File: config.mk
export PLATFORM = sky130hd
export DESIGN_NAME = crc_framed_chunk_builder
export DESIGN_NICKNAME = d
export VERILOG_FILES = /design/src/hw/rtl/cfcb_pkg.sv /design/src/hw/rtl/crc_framed_chunk_builder.sv
export SDC_FILE = /design/constraint.sdc
export NUM_CORES = 1
export LEC_CHECK = 0
export ABC_AREA = 1
export BUFFER_PORTS_ARGS = -buffer_cell sky130_fd_sc_hd__buf_4
export CELL_PAD_IN_SITES_DETAIL_PLACEMENT = 1
export CELL_PAD_IN_SITES_GLOBAL_PLACEMENT = 1
export CORE_ASPECT_RATIO = 1.2
export CORE_UTILIZATION = 49
export DETAILED_ROUTE_END_ITERATION = 7
export HOLD_SLACK_MARGIN = 0.02
export PLACE_DENSITY_LB_ADDON = 0.1
export SLEW_MARGIN = 40
export SYNTH_ARGS = -nofsm -noshare
export SYNTH_HDL_FRONTEND = slang
export SYNTH_SLANG_ARGS = --single-unit
File: constraint.sdc
create_clock -name clock -period 5.8 [get_ports clock]
set_input_delay 1.16 -clock clock [delete_from_list [all_inputs] [get_ports clock]]
set_output_delay 1.16 -clock clock [all_outputs]
set_load 0.03 [all_outputs]
File: src/hw/rtl/cfcb_pkg.sv
// Shared types and constants of the CRC-framed chunk builder.
package cfcb_pkg;

   // Field widths
   localparam int unsigned BYTE_W    = 8;
   localparam int unsigned LEN_W     = 6;
   localparam int unsigned ADDR_W    = 16;
   localparam int unsigned CRC_W     = 16;
   localparam int unsigned TOTAL_W   = 7;
   localparam int unsigned CHUNK_W   = 6;
   localparam int unsigned INDEX_W   = 7;
   localparam int unsigned STEP_W    = 3;
   localparam int unsigned RESCNT_W  = 5;
   localparam int unsigned CSR_IDX_W = 2;
   localparam int unsigned REQ_TDATA_W = 32;

   // Frame constants
   localparam logic [CRC_W-1:0]   CRC_INIT       = 16'hFFFF;
   localparam logic [TOTAL_W-1:0] FRAME_OVERHEAD = 7'd8;     // header 5, tail 3
   localparam logic [TOTAL_W-1:0] CHUNK_MAX      = 7'd64;    // size used when register is zero
   localparam logic [BYTE_W-1:0]  LABEL_BASE     = 8'h40;    // 'A' minus one
   localparam logic [STEP_W-1:0]  DIV_LAST_STEP  = 3'd6;     // seven quotient bits
   localparam logic [STEP_W-1:0]  CRC_LAST_STEP  = 3'd7;     // eight bits per byte

   // Configuration reset values
   localparam logic [BYTE_W-1:0]  START_BYTE_RST = 8'h02;
   localparam logic [BYTE_W-1:0]  END_BYTE_RST   = 8'h03;
   localparam logic [CHUNK_W-1:0] CHUNK_SIZE_RST = 6'd19;
   localparam logic [CRC_W-1:0]   CRC_POLY_RST   = 16'h1021;

   // Request opcodes
   typedef enum logic {
      OP_START = 1'b0,
      OP_DATA  = 1'b1
   } opcode_type;

   // Configuration register indexes
   typedef enum logic [CSR_IDX_W-1:0] {
      CSR_START_BYTE = 2'd0,
      CSR_END_BYTE   = 2'd1,
      CSR_CHUNK_SIZE = 2'd2,
      CSR_CRC_POLY   = 2'd3
   } csr_index_type;

   // Sequencer states
   typedef enum logic [2:0] {
      ST_IDLE,
      ST_DIV,
      ST_COUNT,
      ST_LABEL,
      ST_BYTE,
      ST_CRC,
      ST_TRAIL,
      ST_FLUSH
   } state_type;

   // Which frame byte is being placed
   typedef enum logic [3:0] {
      KIND_START,
      KIND_LEN_LO,
      KIND_LEN_HI,
      KIND_ADDR_HI,
      KIND_ADDR_LO,
      KIND_DATA,
      KIND_END,
      KIND_CRC_LO,
      KIND_CRC_HI
   } kind_type;

endpackage

File: src/hw/rtl/crc_framed_chunk_builder.sv
// CRC-framed chunk builder: byte sequencer with a bit-serial CRC-16 and divider.
//
// A start request (tuser 0) opens a frame; each data request (tuser 1) adds one payload byte.
// Every frame byte passes through the chunk-letter slot, whether or not a letter goes out,
// and is then handed over. A byte the CRC covers is then shifted bit by bit through the
// CRC register; the two CRC bytes are not. A request is accepted in the idle state and its
// run is closed in the flush state. A start request runs the bit-serial chunk-count divider,
// places the count and then the five header bytes; a data request places its one byte. The
// request that closes a frame also goes through the end byte, the two CRC bytes and the
// trailing-label slot. The next request is taken once the previous one's last result has
// moved into the output register; stalls on the response side hold the sequence. Data
// requests with no open frame are taken and give no result. Configuration writes are always
// taken and must be made only while the block is idle.

module crc_framed_chunk_builder #(
   parameter int unsigned MAX_PAYLOAD = 56
) (
   input  logic        clock,
   input  logic        reset,
   // Request channel
   input  logic        req_tvalid,
   output logic        req_tready,
   input  logic [31:0] req_tdata,   // payload_length[5:0], frame_address[21:6], data_byte[29:22]
   input  logic        req_tuser,   // opcode
   // Result channel
   output logic        rsp_tvalid,
   input  logic        rsp_tready,
   output logic [7:0]  rsp_tdata,   // frame_byte[7:0]
   output logic [1:0]  rsp_tuser,   // chunk_header[0], frame_done[1]
   output logic        rsp_tlast,   // run_last
   // Configuration write channel
   input  logic        csr_valid,
   output logic        csr_ready,
   input  logic [1:0]  csr_index,
   input  logic [15:0] csr_wdata
);

   localparam logic [cfcb_pkg::LEN_W-1:0] LEN_CAP =
      (MAX_PAYLOAD > 63) ? 6'd63 : cfcb_pkg::LEN_W'(MAX_PAYLOAD);

   // Configuration registers
   logic [cfcb_pkg::BYTE_W-1:0]  start_byte_ff, start_byte_in;
   logic [cfcb_pkg::BYTE_W-1:0]  end_byte_ff, end_byte_in;
   logic [cfcb_pkg::CHUNK_W-1:0] chunk_size_ff, chunk_size_in;
   logic [cfcb_pkg::CRC_W-1:0]   crc_poly_ff, crc_poly_in;

   // Sequencer and frame state
   cfcb_pkg::state_type           state_ff, state_in;
   cfcb_pkg::kind_type            kind_ff, kind_in;
   logic                          open_ff, open_in;
   logic                          close_ff, close_in;
   logic [cfcb_pkg::LEN_W-1:0]    left_ff, left_in;
   logic [cfcb_pkg::TOTAL_W-1:0]  total_ff, total_in;
   logic [cfcb_pkg::CHUNK_W-1:0]  bic_ff, bic_in;
   logic [cfcb_pkg::INDEX_W-1:0]  idx_ff, idx_in;
   logic [cfcb_pkg::ADDR_W-1:0]   addr_ff, addr_in;
   logic [cfcb_pkg::BYTE_W-1:0]   data_ff, data_in;
   logic [cfcb_pkg::STEP_W-1:0]   step_ff, step_in;
   logic [cfcb_pkg::RESCNT_W-1:0] res_cnt_ff, res_cnt_in;

   // Bit-serial CRC and divider
   logic [cfcb_pkg::CRC_W-1:0]    crc_ff, crc_in;
   logic [cfcb_pkg::BYTE_W-1:0]   sh_ff, sh_in;
   logic [cfcb_pkg::TOTAL_W-1:0]  dvd_ff, dvd_in;
   logic [cfcb_pkg::TOTAL_W-1:0]  rem_ff, rem_in;
   logic [cfcb_pkg::TOTAL_W-1:0]  quo_ff, quo_in;

   // Holding stage and output register
   logic                          pend_valid_ff, pend_valid_in;
   logic [cfcb_pkg::BYTE_W-1:0]   pend_byte_ff, pend_byte_in;
   logic                          pend_hdr_ff, pend_hdr_in;
   logic                          rsp_valid_ff, rsp_valid_in;
   logic [cfcb_pkg::BYTE_W-1:0]   rsp_byte_ff, rsp_byte_in;
   logic                          rsp_hdr_ff, rsp_hdr_in;
   logic                          rsp_done_ff, rsp_done_in;
   logic                          rsp_last_ff, rsp_last_in;

   // Combinational helpers
   logic                          req_fire;
   logic [cfcb_pkg::LEN_W-1:0]    req_len;
   logic [cfcb_pkg::LEN_W-1:0]    len_sat;
   logic [cfcb_pkg::TOTAL_W-1:0]  eff_size;
   logic [cfcb_pkg::TOTAL_W-1:0]  bic_next;
   logic [cfcb_pkg::TOTAL_W:0]    div_trial;
   logic                          div_ge;
   logic                          crc_fb;
   logic                          label_due;
   logic [cfcb_pkg::BYTE_W-1:0]   label_byte;
   logic [cfcb_pkg::BYTE_W-1:0]   cur_byte;
   logic                          covered;
   logic                          res_full;
   logic                          out_free;
   logic                          slot_ok;
   logic                          push_req;
   logic [cfcb_pkg::BYTE_W-1:0]   push_byte;
   logic                          push_hdr;
   logic                          flush_req;
   logic                          push_go;
   logic                          push_store;
   logic                          flush_go;
   logic                          leave_byte;
   cfcb_pkg::state_type           adv_state;
   cfcb_pkg::kind_type            adv_kind;

   // Port side
   assign req_tready = (state_ff == cfcb_pkg::ST_IDLE);
   assign req_fire   = req_tvalid && req_tready;
   assign csr_ready  = 1'b1;
   assign rsp_tvalid = rsp_valid_ff;
   assign rsp_tdata  = rsp_byte_ff;
   assign rsp_tuser  = {rsp_done_ff, rsp_hdr_ff};
   assign rsp_tlast  = rsp_last_ff;

   // Request fields and payload saturation
   assign req_len = req_tdata[5:0];
   assign len_sat = (req_len > LEN_CAP) ? LEN_CAP : req_len;

   // Chunk bookkeeping
   assign eff_size   = (chunk_size_ff == '0) ? cfcb_pkg::CHUNK_MAX
                                             : {1'b0, chunk_size_ff};
   assign bic_next   = {1'b0, bic_ff} + 7'd1;
   assign label_due  = (bic_ff == '0) && (idx_ff != '0);
   assign label_byte = cfcb_pkg::LABEL_BASE + {1'b0, idx_ff};

   // One restoring-division step per cycle
   assign div_trial = {rem_ff, dvd_ff[cfcb_pkg::TOTAL_W-1]};
   assign div_ge    = (div_trial >= {1'b0, eff_size});

   // CRC feedback for the current message bit, MSB first
   assign crc_fb = crc_ff[cfcb_pkg::CRC_W-1] ^ sh_ff[cfcb_pkg::BYTE_W-1];

   // Frame byte selected by the current kind
   always_comb begin
      covered = 1'b1;
      case (kind_ff)
         cfcb_pkg::KIND_START:   cur_byte = start_byte_ff;
         cfcb_pkg::KIND_LEN_LO:  cur_byte = {1'b0, total_ff};
         cfcb_pkg::KIND_LEN_HI:  cur_byte = '0;
         cfcb_pkg::KIND_ADDR_HI: cur_byte = addr_ff[15:8];
         cfcb_pkg::KIND_ADDR_LO: cur_byte = addr_ff[7:0];
         cfcb_pkg::KIND_DATA:    cur_byte = data_ff;
         cfcb_pkg::KIND_END:     cur_byte = end_byte_ff;
         cfcb_pkg::KIND_CRC_LO: begin
            cur_byte = crc_ff[7:0];
            covered  = 1'b0;
         end
         cfcb_pkg::KIND_CRC_HI: begin
            cur_byte = crc_ff[15:8];
            covered  = 1'b0;
         end
         default:                cur_byte = '0;
      endcase
   end

   // Where the sequence goes after the current frame byte
   always_comb begin
      adv_state = cfcb_pkg::ST_LABEL;
      adv_kind  = kind_ff;
      unique case (kind_ff)
         cfcb_pkg::KIND_START:   adv_kind = cfcb_pkg::KIND_LEN_LO;
         cfcb_pkg::KIND_LEN_LO:  adv_kind = cfcb_pkg::KIND_LEN_HI;
         cfcb_pkg::KIND_LEN_HI:  adv_kind = cfcb_pkg::KIND_ADDR_HI;
         cfcb_pkg::KIND_ADDR_HI: adv_kind = cfcb_pkg::KIND_ADDR_LO;
         cfcb_pkg::KIND_ADDR_LO, cfcb_pkg::KIND_DATA: begin
            if (left_ff == '0) begin
               adv_kind = cfcb_pkg::KIND_END;
            end else begin
               adv_state = cfcb_pkg::ST_FLUSH;
            end
         end
         cfcb_pkg::KIND_END:     adv_kind = cfcb_pkg::KIND_CRC_LO;
         cfcb_pkg::KIND_CRC_LO:  adv_kind = cfcb_pkg::KIND_CRC_HI;
         cfcb_pkg::KIND_CRC_HI:  adv_state = cfcb_pkg::ST_TRAIL;
         default:                adv_state = cfcb_pkg::ST_FLUSH;
      endcase
   end

   // Holding-stage handshake
   assign res_full   = res_cnt_ff[cfcb_pkg::RESCNT_W-1];
   assign out_free   = !rsp_valid_ff || rsp_tready;
   assign slot_ok    = !pend_valid_ff || out_free;
   assign push_go    = push_req && (res_full || slot_ok);
   assign push_store = push_go && !res_full;
   assign flush_go   = flush_req && slot_ok;
   assign leave_byte = (state_ff == cfcb_pkg::ST_BYTE) && push_go;

   // Sequencer outputs
   always_comb begin
      push_req  = 1'b0;
      push_byte = cur_byte;
      push_hdr  = 1'b0;
      flush_req = 1'b0;
      unique case (state_ff)
         cfcb_pkg::ST_IDLE, cfcb_pkg::ST_DIV, cfcb_pkg::ST_CRC: begin
            push_req = 1'b0;
         end
         cfcb_pkg::ST_COUNT: begin
            push_req  = 1'b1;
            push_byte = {1'b0, quo_ff} + 8'd1;
            push_hdr  = 1'b1;
         end
         cfcb_pkg::ST_LABEL, cfcb_pkg::ST_TRAIL: begin
            push_req  = label_due;
            push_byte = label_byte;
            push_hdr  = 1'b1;
         end
         cfcb_pkg::ST_BYTE: begin
            push_req = 1'b1;
         end
         cfcb_pkg::ST_FLUSH: begin
            flush_req = 1'b1;
         end
         default: begin
            push_req = 1'b0;
         end
      endcase
   end

   // Sequencer next state
   always_comb begin
      state_in = state_ff;
      unique case (state_ff)
         cfcb_pkg::ST_IDLE: begin
            if (req_fire) begin
               if (req_tuser == cfcb_pkg::OP_START) begin
                  state_in = cfcb_pkg::ST_DIV;
               end else if (open_ff) begin
                  state_in = cfcb_pkg::ST_LABEL;
               end
            end
         end
         cfcb_pkg::ST_DIV: begin
            if (step_ff == cfcb_pkg::DIV_LAST_STEP) state_in = cfcb_pkg::ST_COUNT;
         end
         cfcb_pkg::ST_COUNT: begin
            if (push_go) state_in = cfcb_pkg::ST_LABEL;
         end
         cfcb_pkg::ST_LABEL: begin
            if (!label_due || push_go) state_in = cfcb_pkg::ST_BYTE;
         end
         cfcb_pkg::ST_BYTE: begin
            if (push_go) state_in = covered ? cfcb_pkg::ST_CRC : adv_state;
         end
         cfcb_pkg::ST_CRC: begin
            if (step_ff == cfcb_pkg::CRC_LAST_STEP) state_in = adv_state;
         end
         cfcb_pkg::ST_TRAIL: begin
            if (!label_due || push_go) state_in = cfcb_pkg::ST_FLUSH;
         end
         cfcb_pkg::ST_FLUSH: begin
            if (flush_go) state_in = cfcb_pkg::ST_IDLE;
         end
         default: state_in = cfcb_pkg::ST_IDLE;
      endcase
   end

   // Datapath next values
   always_comb begin
      start_byte_in = start_byte_ff;
      end_byte_in   = end_byte_ff;
      chunk_size_in = chunk_size_ff;
      crc_poly_in   = crc_poly_ff;
      kind_in       = kind_ff;
      open_in       = open_ff;
      close_in      = close_ff;
      left_in       = left_ff;
      total_in      = total_ff;
      bic_in        = bic_ff;
      idx_in        = idx_ff;
      addr_in       = addr_ff;
      data_in       = data_ff;
      step_in       = step_ff;
      res_cnt_in    = res_cnt_ff;
      crc_in        = crc_ff;
      sh_in         = sh_ff;
      dvd_in        = dvd_ff;
      rem_in        = rem_ff;
      quo_in        = quo_ff;
      pend_valid_in = pend_valid_ff;
      pend_byte_in  = pend_byte_ff;
      pend_hdr_in   = pend_hdr_ff;
      rsp_valid_in  = rsp_valid_ff && !rsp_tready;
      rsp_byte_in   = rsp_byte_ff;
      rsp_hdr_in    = rsp_hdr_ff;
      rsp_done_in   = rsp_done_ff;
      rsp_last_in   = rsp_last_ff;

      // Configuration writes
      if (csr_valid) begin
         unique case (cfcb_pkg::csr_index_type'(csr_index))
            cfcb_pkg::CSR_START_BYTE: start_byte_in = csr_wdata[7:0];
            cfcb_pkg::CSR_END_BYTE:   end_byte_in   = csr_wdata[7:0];
            cfcb_pkg::CSR_CHUNK_SIZE: chunk_size_in = csr_wdata[5:0];
            cfcb_pkg::CSR_CRC_POLY:   crc_poly_in   = csr_wdata;
            default:                  crc_poly_in   = crc_poly_ff;
         endcase
      end

      // Request capture
      if (req_fire) begin
         res_cnt_in = '0;
         close_in   = 1'b0;
         data_in    = req_tdata[29:22];
         if (req_tuser == cfcb_pkg::OP_START) begin
            total_in = {1'b0, len_sat} + cfcb_pkg::FRAME_OVERHEAD;
            crc_in   = cfcb_pkg::CRC_INIT;
            bic_in   = '0;
            idx_in   = '0;
            left_in  = len_sat;
            open_in  = 1'b1;
            kind_in  = cfcb_pkg::KIND_START;
            addr_in  = req_tdata[21:6];
            dvd_in   = {1'b0, len_sat} + cfcb_pkg::FRAME_OVERHEAD;
            rem_in   = '0;
            quo_in   = '0;
            step_in  = '0;
         end else begin
            kind_in = cfcb_pkg::KIND_DATA;
         end
      end

      // Chunk count: one quotient bit per cycle
      if (state_ff == cfcb_pkg::ST_DIV) begin
         dvd_in  = {dvd_ff[cfcb_pkg::TOTAL_W-2:0], 1'b0};
         rem_in  = div_ge ? cfcb_pkg::TOTAL_W'(div_trial - {1'b0, eff_size})
                          : div_trial[cfcb_pkg::TOTAL_W-1:0];
         quo_in  = {quo_ff[cfcb_pkg::TOTAL_W-2:0], div_ge};
         step_in = step_ff + 3'd1;
      end

      // Frame byte placed: advance the chunk position
      if (leave_byte) begin
         if (bic_next >= eff_size) begin
            bic_in = '0;
            idx_in = idx_ff + 7'd1;
         end else begin
            bic_in = bic_next[cfcb_pkg::CHUNK_W-1:0];
         end
         if ((kind_ff == cfcb_pkg::KIND_DATA) && (left_ff != '0)) begin
            left_in = left_ff - 6'd1;
         end
         if (covered) begin
            sh_in   = cur_byte;
            step_in = '0;
         end else begin
            kind_in = adv_kind;
         end
      end

      // CRC: one message bit per cycle
      if (state_ff == cfcb_pkg::ST_CRC) begin
         crc_in  = {crc_ff[cfcb_pkg::CRC_W-2:0], 1'b0} ^ (crc_fb ? crc_poly_ff : '0);
         sh_in   = {sh_ff[cfcb_pkg::BYTE_W-2:0], 1'b0};
         step_in = step_ff + 3'd1;
         if (step_ff == cfcb_pkg::CRC_LAST_STEP) kind_in = adv_kind;
      end

      // Frame closes once the trailing label step is done
      if ((state_ff == cfcb_pkg::ST_TRAIL) && (!label_due || push_go)) begin
         open_in  = 1'b0;
         left_in  = '0;
         close_in = 1'b1;
      end

      // A new result moves the held one on to the output register
      if (push_store) begin
         res_cnt_in    = res_cnt_ff + 5'd1;
         pend_valid_in = 1'b1;
         pend_byte_in  = push_byte;
         pend_hdr_in   = push_hdr;
         if (pend_valid_ff) begin
            rsp_valid_in = 1'b1;
            rsp_byte_in  = pend_byte_ff;
            rsp_hdr_in   = pend_hdr_ff;
            rsp_done_in  = 1'b0;
            rsp_last_in  = 1'b0;
         end
      end

      // End of request: the held result is the last one
      if (flush_go) begin
         pend_valid_in = 1'b0;
         if (pend_valid_ff) begin
            rsp_valid_in = 1'b1;
            rsp_byte_in  = pend_byte_ff;
            rsp_hdr_in   = pend_hdr_ff;
            rsp_done_in  = close_ff;
            rsp_last_in  = 1'b1;
         end
      end
   end

   // Control registers
   always_ff @(posedge clock) begin
      if (reset) begin
         state_ff      <= cfcb_pkg::ST_IDLE;
         start_byte_ff <= cfcb_pkg::START_BYTE_RST;
         end_byte_ff   <= cfcb_pkg::END_BYTE_RST;
         chunk_size_ff <= cfcb_pkg::CHUNK_SIZE_RST;
         crc_poly_ff   <= cfcb_pkg::CRC_POLY_RST;
         open_ff       <= 1'b0;
         close_ff      <= 1'b0;
         left_ff       <= '0;
         total_ff      <= '0;
         bic_ff        <= '0;
         idx_ff        <= '0;
         crc_ff        <= cfcb_pkg::CRC_INIT;
         res_cnt_ff    <= '0;
         pend_valid_ff <= 1'b0;
         rsp_valid_ff  <= 1'b0;
      end else begin
         state_ff      <= state_in;
         start_byte_ff <= start_byte_in;
         end_byte_ff   <= end_byte_in;
         chunk_size_ff <= chunk_size_in;
         crc_poly_ff   <= crc_poly_in;
         open_ff       <= open_in;
         close_ff      <= close_in;
         left_ff       <= left_in;
         total_ff      <= total_in;
         bic_ff        <= bic_in;
         idx_ff        <= idx_in;
         crc_ff        <= crc_in;
         res_cnt_ff    <= res_cnt_in;
         pend_valid_ff <= pend_valid_in;
         rsp_valid_ff  <= rsp_valid_in;
      end
   end

   // Payload registers
   always_ff @(posedge clock) begin
      kind_ff      <= kind_in;
      addr_ff      <= addr_in;
      data_ff      <= data_in;
      step_ff      <= step_in;
      sh_ff        <= sh_in;
      dvd_ff       <= dvd_in;
      rem_ff       <= rem_in;
      quo_ff       <= quo_in;
      pend_byte_ff <= pend_byte_in;
      pend_hdr_ff  <= pend_hdr_in;
      rsp_byte_ff  <= rsp_byte_in;
      rsp_hdr_ff   <= rsp_hdr_in;
      rsp_done_ff  <= rsp_done_in;
      rsp_last_ff  <= rsp_last_in;
   end

   // A new request is only taken with nothing left in the holding stage.
   a_idle_empty: assert property (@(posedge clock) disable iff (reset)
      req_tready |-> !pend_valid_ff)
      else $error("request taken while a result is still held");

   // No request yields more than sixteen results.
   a_res_limit: assert property (@(posedge clock) disable iff (reset)
      push_store |-> !res_full)
      else $error("result stored beyond the per-request limit");

   // The end of a frame is always the end of its request's run.
   a_done_last: assert property (@(posedge clock) disable iff (reset)
      (rsp_valid_ff && rsp_done_ff) |-> rsp_last_ff)
      else $error("frame end not marked as the last result");

   // A closed frame leaves no payload expected.
   a_close_state: assert property (@(posedge clock) disable iff (reset)
      (state_ff == cfcb_pkg::ST_FLUSH && close_ff) |-> (!open_ff && left_ff == '0))
      else $error("frame closed with payload still expected");

endmodule

==> summary.md <==
| Metric | Value |
|---|---|
| Fmax | `0.3750 GHz` |
| Post-Synthesis Cells | `roughly 1100` |
| Overall via count from detail_route | `roughly 7600` |
| Antenna Cells | `0` |
| CTS Root Cell | `clkbuf_16` |
| Hold_buf cts | `0` |
| Initial Utilization | `approximately 50%` |
| Syn_nets | `1170` |
| Max clock buf depth | `2` |
| Hold slack | `470.9 ps` |
| Design Power | `between 4 and 5 mW` |
| Clock-pin transition on the worst setup and hold timing paths | `70 ps` |
| Routed vias/inst | `5.516` |
| Total GRT Usage | `between 20% and 30%` |
| Placed inst area | `9318 µm²` |
| Hold Path Class | `flip-flop to flip-flop` |
| Post-synthesis average cell area | `~8 µm²` |
| Endpoints failing setup | `0` |
| Antenna violations before repair | `1` |
| Yosys reg bits | `172` |
| Setup CP Type | `flip-flop to primary output` |
| GR Util met2 | `49.92%` |
| Final Hold Viols | `0` |
| Post-Synthesis Cell Area | `8728 µm²` |
| Worst EP required | `approximately 4600 ps` |
| CTS buffer count | `17` |
| Startpoint types | `flip-flop` |
| Layout area overhead | `13.50%` |
| H-tree depth | `4` |
| Wire length of the first global-routing pass | `40070 µm` |
| DR WL/cell | `~18 µm` |
| Residual DRC count | `0` |
| Max Cap Viol | `0` |
| Die ar. | `18350 µm²` |
| CTS tree | `yes` |
| Largest net degree at the start of global routing | `55` |
| Rows | `53` |
| GR Util met3 | `4.870%` |
| Critical path endpoint category | `primary output` |
| Final wirelength | `between 20000 and 25000 µm` |
| Crit path DAT | `1510 ps` |
| Pwr/cell area | `413.2 nW/µm²` |
| Synth top area share | `24.43%` |
| Post-DP HPWL | `18050 µm` |
| Worst vdd ir | `approximately 0.24 mV` |
| Global placement routability congestion | `0.8725` |
| Worst slew margin | `~50%` |
| Final ANT Viol Nets | `0` |
| Pre-antenna DRT Iters | `5` |
| Dominant cell type by area after synthesis | `edfxtp_1` |
| Setup bufs post-CTS | `0` |
| Final instance area | `9907 µm²` |
| Slew Viols, Final | `0` |
| Nets | `about 1200` |
| Met1 Use GR | `approximately a third` |
| Period minus WS final | `2666 ps` |
| CORE AREA | `17510 µm²` |
| Seq/Total Area, Yosys | `47.59%` |
| Max Fanout on Critical Path | `9` |
| Die H | `about 150 µm` |
| Port bufs | `66` |
| Worst skew pair latency | `430 ps` |
| Yosys warns | `0` |
| # resized after CTS | `0` |
| Final Cycle Share | `between 40% and 50%` |
| Die width | `123.8 µm` |
| RSZ-0062 raised after global routing | `false` |
| CTS sink count | `172` |
| Number of global-route vias before repair | `around 8000` |
| Fraction of layout cells with a size suffix above 1 | `14.31%` |
| Status | `complete, no violations` |
| Setup TNS | `0 ps` |
| Gr busiest metal | `met2` |
| Leakage Power | `4.301 nW` |
| Initial detailed-routing violation count | `425` |
| Layout Skew | `9.986 ps` |
| GRT overflow | `0` |
| Yosys cell types | `52` |
| Worst Tran Pin Value | `749.2 ps` |
| Largest cells by area after synthesis | `edfxtp_1 24%, dfxtp_1 23%, nand2_1 11%` |
| # IOs | `70` |
## final timing paths
kind | cells past startpoint | end | start | slack, ps
setup / recovery | 4 | req_tready | state_ff[1] | 3130
hold / removal | 2 | crc_poly_ff[11] | crc_poly_ff[11] | 470
setup reg to reg | 9 | rem_ff[2] | chunk_size_ff[0] | 3290
hold reg to reg | 2 | crc_poly_ff[11] | crc_poly_ff[11] | 470
## report_power, final
part	leakage [nW]	switching (mW)	internal (mW)
sequential	1.49	0.139	1.53
combinational	2.52	0.899	0.373
clock	0.287	0.514	0.643
## cell usage in the layout, fill, tap and decap left out, types with 2 or more instances in the layout
| master | count |
|---|---|
| a21o_1 | 2 |
| a21oi_1 | 73 |
| a21oi_2 | 11 |
| a22oi_1 | 3 |
| a31oi_1 | 2 |
| buf_4 | 68 |
| bufinv_16 | 2 |
| clkbuf_16 | 17 |
| clkinv_1 | 4 |
| clkinv_4 | 2 |
| dfxtp_1 | 101 |
| edfxtp_1 | 71 |
| ha_1 | 25 |
| inv_1 | 110 |
| inv_2 | 15 |
| inv_4 | 2 |
| inv_6 | 7 |
| nand2_1 | 250 |
| nand2_2 | 10 |
| nand2_4 | 3 |
| nand3_1 | 77 |
| nand3_2 | 5 |
| nand3_4 | 2 |
| nand4_1 | 16 |
| nor2_1 | 99 |
| nor2_2 | 6 |
| nor2_4 | 2 |
| nor2_8 | 2 |
| nor3_1 | 9 |
| nor3_2 | 4 |
| o211ai_1 | 5 |
| o21ai_0 | 78 |
| o21ai_1 | 23 |
| o22ai_1 | 9 |
| o31ai_1 | 3 |
| or2_2 | 3 |
| xnor2_1 | 4 |
| xor2_1 | 13 |
## Yosys cell counts (all sizes together)
cell type  number
a21oi          84
o22ai           9
clkinv          3
inv           127
nand3b          1
dfxtp         101
buf            17
ha             25
conb            1
a22oi           3
a31oi           2
nand2b          1
nor3           14
a21o            2
xnor2           4
o21ai         101
nand4          16
clkbuf         18
a211oi          1
xor2           13
and2            1
nor4            1
nand3          84
o211ai          5
o31ai           3
nand2         263
o2bb2ai         1
or2             4
fa              1
edfxtp         71
nor2          109
a221oi          1
o2111ai         1
## stage by stage
stage / std cells / worst slack (ps) / util (%)
2_1_floorplan: 1088 / 3281 / -
3_3_place_gp: 1341 / 2711 / 53.21
3_5_place_dp: 1341 / 2750 / 53.22
4_1_cts: 1373 / 3133 / 56.56
5_1_grt: 1373 / 2975 / 56.59
6_report: 1373 / 3134 / 56.59
## state kept, by name, indices dropped and copies added (netlist names), 8 cells and up, named ones only
signal         flops
end_byte_ff        8
start_byte_ff      8
data_ff            8
sh_ff              8
pend_byte_ff       8
crc_ff            16
addr_ff           16
crc_poly_ff       16
## critical path: stages, from the launching register on
cell and delay (ps):
dfxtp_1 620, nor2_8 60, nand2_4 130, inv_1 90
buf_4 170
## kinds of logic (layout without fill, tap and decap cells)
| group | count (synthesis) | count (layout) | synth area share (%) |
|---|---|---|---|
| DFF | 172 | 172 | 47.59 |
| xor gates and xnor gates | 17 | 17 | 1.706 |
| buffers and inverters | 165 | 230 | 8.013 |
| other | 1 | 1 | 0.04296 |
| and+or+nand+nor | 494 | 494 | 25.46 |
| adders and majority gates | 26 | 26 | 3.813 |
| AOI/OAI and AO/OA | 213 | 213 | 13.37 |
## metal layers
metal | vias to the layer above | routed length [µm]
met5 | - | 0
met4 | 0 | 849
met3 | 52 | 931
met2 | 145 | 12590
met1 | 3665 | 10480
li1 | 3711 | -
## layout make-up
| type | instances | area [µm²] |
|---|---|---|
| clock inverter | 15 | 158.9 |
| clock buffer | 17 | 425.4 |
| tap | 220 | 275.3 |
| sequential | 172 | 4154 |
| fill | 2177 | 7600 |
| timing repair buffer | 68 | 510.5 |
| multi-input combinational | 751 | 3882 |
| inverter | 130 | 500.5 |
Note: power is estimated with default switching activity, not from simulation.
